### config.mk
export PLATFORM = sky130hd
export DESIGN_NAME = echoing_line_editor_top
export DESIGN_NICKNAME = d
export VERILOG_FILES = /design/src/rtl/ele_pkg.sv /design/src/rtl/ele_line_ram.sv /design/src/rtl/echoing_line_editor_top.sv
export SDC_FILE = /design/constraint.sdc
export NUM_CORES = 1
export LEC_CHECK = 0
export ABC_AREA = 1
export BUFFER_PORTS_ARGS = -buffer_cell sky130_fd_sc_hd__buf_2
export CAP_MARGIN = 20
export CORE_MARGIN = 2
export CORE_UTILIZATION = 56
export CTS_CLUSTER_SIZE = 16
export DETAILED_ROUTE_END_ITERATION = 8
export GPL_TIMING_DRIVEN = 0
export PLACE_DENSITY = 0.74
export SLEW_MARGIN = 15
export SYNTH_ARGS = -nofsm -noshare
export SYNTH_HDL_FRONTEND = slang
export SYNTH_HIERARCHICAL = 1
export SYNTH_SLANG_ARGS = --single-unit
export TNS_END_PERCENT = 20
### constraint.sdc
create_clock -name i_clk -period 2.4 [get_ports i_clk]
set_input_delay 0.24 -clock i_clk [delete_from_list [all_inputs] [get_ports i_clk]]
set_output_delay 0.24 -clock i_clk [all_outputs]
set_load 0.1 [all_outputs]
### src/rtl/ele_pkg.sv
package ele_pkg;

    localparam int BYTE_W = 8;
    localparam int LEN_W  = 5;

    typedef logic [BYTE_W-1:0] t_byte;
    typedef logic [LEN_W-1:0]  t_len;

    typedef enum logic [1:0] {
        KIND_ECHO    = 2'd0,
        KIND_CONTENT = 2'd1,
        KIND_END     = 2'd2,
        KIND_ERROR   = 2'd3
    } t_kind;

    localparam t_byte CH_BS    = 8'h08;
    localparam t_byte CH_TAB   = 8'h09;
    localparam t_byte CH_LF    = 8'h0a;
    localparam t_byte CH_CR    = 8'h0d;
    localparam t_byte CH_SPACE = 8'h20;
    localparam t_byte CH_DEL   = 8'h7f;

endpackage

### src/rtl/ele_line_ram.sv
module ele_line_ram #(
    parameter int DEPTH  = 32,
    parameter int ADDR_W = 5
) (
    input  logic                 i_clk,
    input  logic                 i_we,
    input  logic [ADDR_W-1:0]    i_waddr,
    input  ele_pkg::t_byte       i_wdata,
    input  logic                 i_re,
    input  logic [ADDR_W-1:0]    i_raddr,
    output ele_pkg::t_byte       o_rdata
);
    import ele_pkg::*;

    t_byte r_mem [DEPTH];
    t_byte r_rdata;

    always_ff @(posedge i_clk) begin
        if (i_we) begin
            r_mem[i_waddr] <= i_wdata;
        end
    end

    // read data holds until the next read enable
    always_ff @(posedge i_clk) begin
        if (i_re) begin
            r_rdata <= r_mem[i_raddr];
        end
    end

    assign o_rdata = r_rdata;

endmodule

### src/rtl/echoing_line_editor_top.sv
// Line editor with echo for a byte-wide receive stream.
// Input channel (i_rx_valid / o_rx_ready) carries one received byte or a
// read-error flag per transaction. Output channel (o_res_valid / i_res_ready)
// carries results: echo bytes, line content bytes, a line end with the
// length, or a read error; o_last_of_run marks the last result of an input.
// One input is handled at a time. A transaction is taken only when the
// editor is idle, even while an earlier result still waits in the output
// register. The input is captured in S_IDLE, and its first result, if any,
// is registered from S_DECODE once the output register is free. A newline
// reads the line back from the line store, which has one read port, so
// readout moves one byte a cycle while the receiver does not stall.
// Reset (synchronous, active low) empties the line and the output register;
// the line store itself is not cleared. When the receiver stalls, the
// current result holds in the output register and the editor waits.
module echoing_line_editor_top #(
    parameter int LINE_CAP = 32
) (
    input  logic                i_clk,
    input  logic                i_rst_n,
    input  logic                i_rx_valid,
    output logic                o_rx_ready,
    input  ele_pkg::t_byte      i_rx_byte,
    input  logic                i_rx_error,
    output logic                o_res_valid,
    input  logic                i_res_ready,
    output logic [1:0]          o_result_kind,
    output ele_pkg::t_byte      o_data_byte,
    output ele_pkg::t_len       o_line_length,
    output logic                o_last_of_run
);
    import ele_pkg::*;

    localparam int FILL_W = $clog2(LINE_CAP);

    typedef enum logic [2:0] {
        S_IDLE,
        S_DECODE,
        S_ERASE,
        S_DUMP,
        S_END
    } t_state;

    t_state             r_state, n_state;
    t_byte              r_ch, n_ch;
    logic               r_err, n_err;
    logic [FILL_W-1:0]  r_fill, n_fill;
    logic [FILL_W-1:0]  r_idx, n_idx;
    logic               r_step, n_step;
    logic               r_out_valid, n_out_valid;
    t_kind              r_kind, n_kind;
    t_byte              r_data, n_data;
    t_len               r_len, n_len;
    logic               r_last, n_last;

    logic               out_free;
    t_byte              ch_map;
    logic               mem_we, mem_re;
    logic [FILL_W-1:0]  mem_raddr;
    t_byte              mem_rdata;
    logic [FILL_W:0]    fill_inc;

    ele_line_ram #(
        .DEPTH  (LINE_CAP),
        .ADDR_W (FILL_W)
    ) u_ram (
        .i_clk   (i_clk),
        .i_we    (mem_we),
        .i_waddr (r_fill),
        .i_wdata (ch_map),
        .i_re    (mem_re),
        .i_raddr (mem_raddr),
        .o_rdata (mem_rdata)
    );

    assign out_free = !r_out_valid || i_res_ready;
    assign fill_inc = {1'b0, r_fill} + (FILL_W+1)'(1);

    always_comb begin
        ch_map = r_ch;
        if (r_ch == CH_CR) begin
            ch_map = CH_LF;
        end else if (r_ch == CH_TAB) begin
            ch_map = CH_SPACE;
        end
    end

    always_comb begin
        n_state     = r_state;
        n_ch        = r_ch;
        n_err       = r_err;
        n_fill      = r_fill;
        n_idx       = r_idx;
        n_step      = r_step;
        n_out_valid = r_out_valid && !i_res_ready;
        n_kind      = r_kind;
        n_data      = r_data;
        n_len       = r_len;
        n_last      = r_last;
        mem_we      = 1'b0;
        mem_re      = 1'b0;
        mem_raddr   = r_idx + FILL_W'(1);

        unique case (r_state)
            S_IDLE: begin
                if (i_rx_valid) begin
                    n_ch    = i_rx_byte;
                    n_err   = i_rx_error;
                    n_state = S_DECODE;
                end
            end
            S_DECODE: begin
                if (out_free) begin
                    n_state = S_IDLE;
                    n_data  = ch_map;
                    n_len   = '0;
                    n_kind  = KIND_ECHO;
                    n_last  = 1'b1;
                    if (r_err) begin
                        n_fill      = '0;
                        n_kind      = KIND_ERROR;
                        n_data      = '0;
                        n_out_valid = 1'b1;
                    end else if (ch_map == CH_BS || ch_map == CH_DEL) begin
                        if (r_fill != '0) begin
                            n_fill      = r_fill - FILL_W'(1);
                            n_data      = CH_BS;
                            n_last      = 1'b0;
                            n_step      = 1'b0;
                            n_out_valid = 1'b1;
                            n_state     = S_ERASE;
                        end
                    end else if (ch_map == CH_LF) begin
                        n_last      = 1'b0;
                        n_out_valid = 1'b1;
                        n_idx       = '0;
                        if (r_fill == '0) begin
                            n_state = S_END;
                        end else begin
                            mem_re    = 1'b1;
                            mem_raddr = '0;
                            n_state   = S_DUMP;
                        end
                    end else if (ch_map >= CH_SPACE
                                 && fill_inc < (FILL_W+1)'(LINE_CAP)) begin
                        mem_we      = 1'b1;
                        n_fill      = fill_inc[FILL_W-1:0];
                        n_out_valid = 1'b1;
                    end
                end
            end
            S_ERASE: begin
                if (out_free) begin
                    n_out_valid = 1'b1;
                    n_kind      = KIND_ECHO;
                    n_step      = 1'b1;
                    if (!r_step) begin
                        n_data = CH_SPACE;
                    end else begin
                        n_data  = CH_BS;
                        n_last  = 1'b1;
                        n_state = S_IDLE;
                    end
                end
            end
            S_DUMP: begin
                if (out_free) begin
                    n_out_valid = 1'b1;
                    n_kind      = KIND_CONTENT;
                    n_data      = mem_rdata;
                    n_last      = 1'b0;
                    n_idx       = r_idx + FILL_W'(1);
                    if (r_idx + FILL_W'(1) == r_fill) begin
                        n_state = S_END;
                    end else begin
                        mem_re = 1'b1;
                    end
                end
            end
            S_END: begin
                if (out_free) begin
                    n_out_valid = 1'b1;
                    n_kind      = KIND_END;
                    n_data      = '0;
                    n_len       = LEN_W'(r_fill);
                    n_last      = 1'b1;
                    n_fill      = '0;
                    n_state     = S_IDLE;
                end
            end
            default: begin
                n_state = S_IDLE;
            end
        endcase
    end

    always_ff @(posedge i_clk) begin
        if (!i_rst_n) begin
            r_state     <= S_IDLE;
            r_fill      <= '0;
            r_out_valid <= 1'b0;
        end else begin
            r_state     <= n_state;
            r_fill      <= n_fill;
            r_out_valid <= n_out_valid;
        end
        r_ch   <= n_ch;
        r_err  <= n_err;
        r_idx  <= n_idx;
        r_step <= n_step;
        r_kind <= n_kind;
        r_data <= n_data;
        r_len  <= n_len;
        r_last <= n_last;
    end

    assign o_rx_ready    = (r_state == S_IDLE);
    assign o_res_valid   = r_out_valid;
    assign o_result_kind = r_kind;
    assign o_data_byte   = r_data;
    assign o_line_length = r_len;
    assign o_last_of_run = r_last;

    // line never grows to full capacity
    a_fill_bound: assert property (@(posedge i_clk) disable iff (!i_rst_n)
        (FILL_W+1)'(r_fill) < (FILL_W+1)'(LINE_CAP))
        else $error("line fill count out of range");

    // readout index stays inside the stored line
    a_dump_idx: assert property (@(posedge i_clk) disable iff (!i_rst_n)
        r_state == S_DUMP |-> r_idx < r_fill)
        else $error("readout beyond stored line");

    // a stalled result is not overwritten
    a_out_hold: assert property (@(posedge i_clk) disable iff (!i_rst_n)
        r_out_valid && !i_res_ready |=> r_out_valid && $stable(r_data)
            && $stable(r_kind) && $stable(r_last))
        else $error("pending result overwritten");

    // line end and read error always close a run
    a_end_last: assert property (@(posedge i_clk) disable iff (!i_rst_n)
        r_out_valid && (r_kind == KIND_END || r_kind == KIND_ERROR) |-> r_last)
        else $error("line end or error not last of run");

    // no new transaction while a run is still being produced
    a_busy: assert property (@(posedge i_clk) disable iff (!i_rst_n)
        r_out_valid && !r_last |-> r_state != S_IDLE)
        else $error("idle in the middle of a run");

endmodule
-- Yosys cells after proc, flatten, opt, wreduce, memory -nomap -nowiden
Memory sizes are Yosys's and may differ from the RTL's. A register that Yosys moved wholly into a read port is not among the register bits.
Index checks and enable logic that the tools add are counted.
- output and inout port bits: 18
- input port bits: 13
- memories kept: 1
- RAM bits: 256
- register bits: 40
- logic and storage cells: 155
- memory list (memory ; words ; bits a word ; rd ports ; clocked after Yosys merged registers in ; write ports ; line ; source):
    u_ram.r_mem ; 32 ; 8 ; 1 ; 1 ; 1 ; ele_line_ram.sv:15 ; t_byte r_mem [DEPTH];
- muxes and demuxes: 91
- reductions and logical operators: 22
- $add $sub $neg: 3
- magnitude comparators: 2
- equality and inequality tests: 25
- operators with widths (cell ; count):
    5-bit two-way mux ; 19
    8-bit two-way mux ; 9
    1-bit two-way mux ; 35
    3-bit two-way mux ; 11
    8-bit by 4-bit == test with 1-bit output, second input constant ; 4
    8-bit one-hot mux with 4 select lines ; 1
    5-bit one-hot mux with 2 select lines ; 3
    2-bit inequality test, second input constant ; 12
    6-bit AND reduction ; 4
    3-bit one-hot mux with 5 select lines ; 1
    2-bit two-way mux ; 6
    4-bit inequality test, second input constant ; 3
    8-bit by 7-bit == test with 1-bit output, second input constant ; 1
    8-bit by 6-bit >= comparator with 1-bit output, second input constant ; 1
    2-bit one-hot mux with 4 select lines ; 1
    7-bit AND reduction ; 1
    5-bit by 1-bit adder with 6-bit output, second input constant ; 1
    3-bit by 2-bit == test with 1-bit output, second input constant ; 2
    6-bit < comparator, second input constant ; 1
    6-bit two-way mux ; 1
    1-bit one-hot mux with 2 select lines ; 3
    2-bit nonzero test ; 3
    5-bit by 1-bit adder with 5-bit output, second input constant ; 1
    5-bit == test ; 1
    15 further kinds ; 18

-- Logic depth before layout (Yosys ltp)
- depth in word-level cells: 13
- gate-level depth with buffers: 20
- gate-level depth less buffers: 18

-- Hierarchy
The synthesis kept the hierarchy.
- by module, submodules not included (module ; sequential area each (µm²) ; instances ; area each (µm²) ; cells an instance):
    ele_line_ram ; 7927.6 ; 1 ; 10866.7 ; 922
    echoing_line_editor_top ; 1111.1 ; 1 ; 2418.6 ; 293

-- Worst setup path before layout
OpenSTA, ideal clock, no wires.
- path kind: register -> register
- from: reg r_state[2]
- to: reg r_ch[0], enable pin
- cell stages (with the launch flop): 6
- buffers on the path: 0
- period minus slack after synthesis: 2.859 ns
- arrival: 2.484 ns
- slack: -0.459 ns
- setup time: 0.374 ns
- required time: 2.026 ns
- cells stage by stage: dfxtp_1 -> nor2_1 -> inv_1 -> nor2_1 -> inv_1 -> nor2_1
- word-level cells in the longest chain between the ends: 2
- RTL lines (element ; line ; source):
    from (decl) ; echoing_line_editor_top.sv:43 ; t_state r_state, n_state;
    from (signal assigned) ; echoing_line_editor_top.sv:202 ; r_state <= n_state;
    3-bit logical NOT ; n/a ;
    named net o_rx_ready ; echoing_line_editor_top.sv:21 ; output logic o_rx_ready,
    2-bit AND reduction (no source line) ; n/a ;
    to (signal assigned) ; echoing_line_editor_top.sv:206 ; r_ch <= n_ch;
    to (decl) ; echoing_line_editor_top.sv:44 ; t_byte r_ch, n_ch;
The timed path passes the listed nets, and every way through them passes these cells.
A chain may end at the register's enable or synchronous reset.

-- Worst setup path after layout
- from: reg r_fill[1]
- to: reg u_ram.r_rdata[0], in the netlist u_ram/o_rdata[0] (read register of u_ram.r_mem) (data pin)
- word-level cells in the longest chain between the ends: 7
- elaborated cells on any way between the ends: 16
- classes of those cells: 1 x eq/ne; 14 x mux; 1 x reduce/logical
- RTL lines (element ; line ; source):
    from (decl) ; echoing_line_editor_top.sv:46 ; logic [FILL_W-1:0] r_fill, n_fill;
    from (signal assigned) ; echoing_line_editor_top.sv:203 ; r_fill <= n_fill;
    5-bit logical NOT ; echoing_line_editor_top.sv:136 ; if (r_fill == '0) begin
    5-bit two-way mux ; echoing_line_editor_top.sv:136 ;
    5-bit two-way mux ; echoing_line_editor_top.sv:132 ; end else if (ch_map == CH_LF) begin
    5-bit two-way mux ; echoing_line_editor_top.sv:123 ; end else if (ch_map == CH_BS || ch_map == CH_DEL) begin
    5-bit two-way mux ; echoing_line_editor_top.sv:118 ; if (r_err) begin
    5-bit two-way mux ; echoing_line_editor_top.sv:112 ; if (out_free) begin
    5-bit two-way mux ; echoing_line_editor_top.sv:103 ; unique case (r_state)
    named net mem_raddr[0] ; echoing_line_editor_top.sv:58 ; logic [FILL_W-1:0] mem_raddr;
    to (decl) ; ele_line_ram.sv:16 ; t_byte r_rdata;
The timed path passes the listed nets, and every way through them passes these cells.

==> metrics <==
Max FO, Critical Path=10; syn_area_per_cell=10.9 um^2; hold depth=3; Rows=56; DRC=0; CTS HTree Levels=1; Worst Path Class, Setup=reg2reg; leakage power=0.00640 uW; Final Hold Viols=0; Post-Synth XOR/XNOR Area=0.725%; gr usage total=31.0%; TritonCTS buffer count=31; failing checks=setup timing; Final WS setup=-0.491 ns; Max Cap Viol=0; Routed wire per std cell=22.8 um; die width=158 um; Max clock buf depth=3; die height=158 um; first-pass GRT wire length=56,800 um; Top FF cell, synth=edfxtp_1; post-synth design cell area=0.0133 mm^2; DRT Wirelength=39,000 um; post-route ant nets=0; Finished Core Util=71.5%; fin crit share=120%; routability congestion estimate=0.940; Fin Clk Skew=0.0205 ns; clock insertion delay at the later pin of the skew report=0.58 ns; GRT overflow=0; DP HPWL=21,200 um; Tightest Hold Check Type=in2reg; worst path arrival time=3.21 ns; Port Buffers=29; post-synthesis sequential area ratio=68.0%; Tot Pwr=16,700 uW; Seq cells post-synth=304; Adder-Cell Fraction of Synth Area=0.283%; root buffer cell=clkbuf_16; clock transition at the registers of the reported paths=0.06 ns; drt via density=6.04; First-pass DRT Iterations=8; area of the multi-input gates=0.00423 mm^2; multiplexer area fraction after synthesis=0%; Reg area=0.00905 mm^2; die area=0.0250 mm^2; fmax=0.346 GHz; largest net degree at the start of global routing=34; vias in the first global route=9,734; Worst Tran Pin Value=1.17 ns; pwr/cell area=998 mW/mm^2; Slew Limit Fails=0; CTS tree=built; clock sink count=304; initial antenna violation count=0; YS warnings=6; DRT iter0 DRCs=1,688; Final nets=1,384; Startpoint Class=flop; Req. time, crit path=2.72 ns; number of synthesized flops with an enable pin=295; ys async rst share=0%; fin crit period=2.89 ns; P&R area growth vs syn=26.0%; Crit. End Element=flop; maximum VDD drop=1.09 mV; Synth Area in Compound Gates=1.23%; Worst Reg-to-Reg Cells=20; Synth Net Count=1,231; Netlist cell types=39; hold slack final=0.184 ns; Initial Util=56.8%; core area=0.0234 mm^2; Layout fillers=1,445; vias=10,300; slew margin rel.=22.0%; fraction of final layout cells sized beyond drive strength 1=26.2%; # setup viols final=264; Antenna diodes=0; post-synthesis simple-gate area fraction=24.8%; status=finished with violations; I/O Pins=31; RSZ-0062 raised after global routing=yes; Cells after Synth=1,215; main combinational cell family by area after synthesis=simple AND/OR/NAND/NOR gates
-- repair_timing --
item,in CTS,in global routing
endpoints found under the hold margin,16,0
gates cloned,1,1
hold buffers,10,0
setup endpoints to repair,277,277
pin swaps,51,18
buffers inserted,70,8
gates resized for setup,184,32
-- cells by family (layout without fill, tap and decap cells) --
group           count (synthesis)  in the layout
compound gates                 26             26
fa+ha+maj                       3              3
simple gates                  756            757
xor+xnor                       11             11
buf+inv                       115            290
flops                         304            304
-- cell usage after synthesis (5+ instances only) --
library cell | count | area (um^2)
nor2_4 | 5 | 56.3
buf_4 | 5 | 37.5
dfxtp_1 | 9 | 180
nand2_1 | 415 | 1560
inv_2 | 9 | 33.8
xor2_1 | 5 | 43.8
edfxtp_1 | 295 | 8860
a21oi_1 | 11 | 55.1
nor2_1 | 78 | 293
buf_2 | 20 | 100
inv_1 | 45 | 169
buf_6 | 24 | 270
xnor2_1 | 6 | 52.6
nand3_1 | 232 | 1160
nor2_2 | 9 | 56.3
clkbuf_1 | 9 | 33.8
o21ai_0 | 6 | 30.0
-- final timing paths --
check,end,from,slack [ns]
setup reg to reg,u_ram/o_rdata[0],r_fill[1],-0.49
setup / recovery,u_ram/o_rdata[0],r_fill[1],-0.49
hold reg to reg,o_data_byte[0],u_ram/o_rdata[0],0.54
hold / removal,r_step,i_res_ready,0.18
-- sequential cells by signal, summed over array words and instances (netlist names), 2 cells and up --
signal and flops:
o_line_length 5, r_ch 8, u_ram/o_rdata 8, o_data_byte 8, o_result_kind 2, u_ram/r_mem 256
r_fill 5, r_state 3, r_idx 5
-- worst max-delay path: stages (launching register included) --
cell       delay [ns]
dfxtp_4          0.34
inv_2            0.09
ha_2             0.20
nand3_2          0.10
nor2_2           0.16
inv_2            0.09
nand2_4          0.10
nor3_4           0.04
buf_12           0.16
nor2_4           0.18
inv_4            0.10
clkbuf_16        0.18
buf_8            0.14
nand2_1          0.09
nand3_1          0.12
nand3_1          0.16
nand2_1          0.08
nand2_1          0.08
nand2_1          0.08
nand2_1          0.06
nand2_1          0.07
-- routing by layer --
metal	track usage, %	share of wire (%)
met1	41.2	36
met2	50.0	47
met3	6.19	12
met4	13.4	5.2
met5	0	0
-- through the flow --
step	area (um^2)	setup TNS, ns	worst slack, ns	instances
floorplan	13300	-24.17	-0.0970	1215
global placement	13800	-347.37	-1.35	1563
detailed placement	13900	-303.26	-1.23	1566
CTS	16500	-4.94	-0.277	1702
global route	16700	-59.15	-0.536	1710
finish	16700	-37.30	-0.491	1710
-- layout by cell type, fill, tap and decap left out, types with 3 or more instances in the layout --
master,synthesis,final
edfxtp_1,295,295
clkbuf_2,0,3
nand2_1,415,400
clkbuf_1,9,7
nand3_1,232,190
buf_12,0,28
nand3_4,2,8
dfxtp_2,0,4
dfxtp_1,9,3
clkbuf_16,0,33
xnor2_1,6,6
buf_8,0,7
buf_2,20,38
inv_1,45,36
dlygate4sd3_1,0,10
clkbuf_8,0,3
clkinv_2,0,8
o21ai_0,6,5
nor2_1,78,38
nand4_1,3,3
nor2_2,9,12
xor2_1,5,5
a21oi_1,11,10
buf_6,24,32
clkinv_1,1,8
nor2_4,5,43
nand2_2,0,13
inv_2,9,15
nand2_4,3,5
nand3_2,2,38
buf_4,5,52
-- report_power, final --
group	total (uW)	switching (uW)	leakage [uW]	internal (uW)
Clock	4570	1990	0.000474	2580
Sequential	6780	233	0.00275	6540
Combinational	5350	3980	0.00318	1370
-- area by class of cell --
cell class | count | share of cell area [%]
clock buffers | 37 | 4.77
clock inverters | 19 | 0.927
well taps | 319 | 2.39
flip-flops and latches | 304 | 54.1
inverters | 55 | 1.32
multi-input cells | 797 | 25.3
plain buffers | 59 | 3.62
repair buffers | 120 | 7.61
Note: power is estimated with default switching activity, not from simulation.
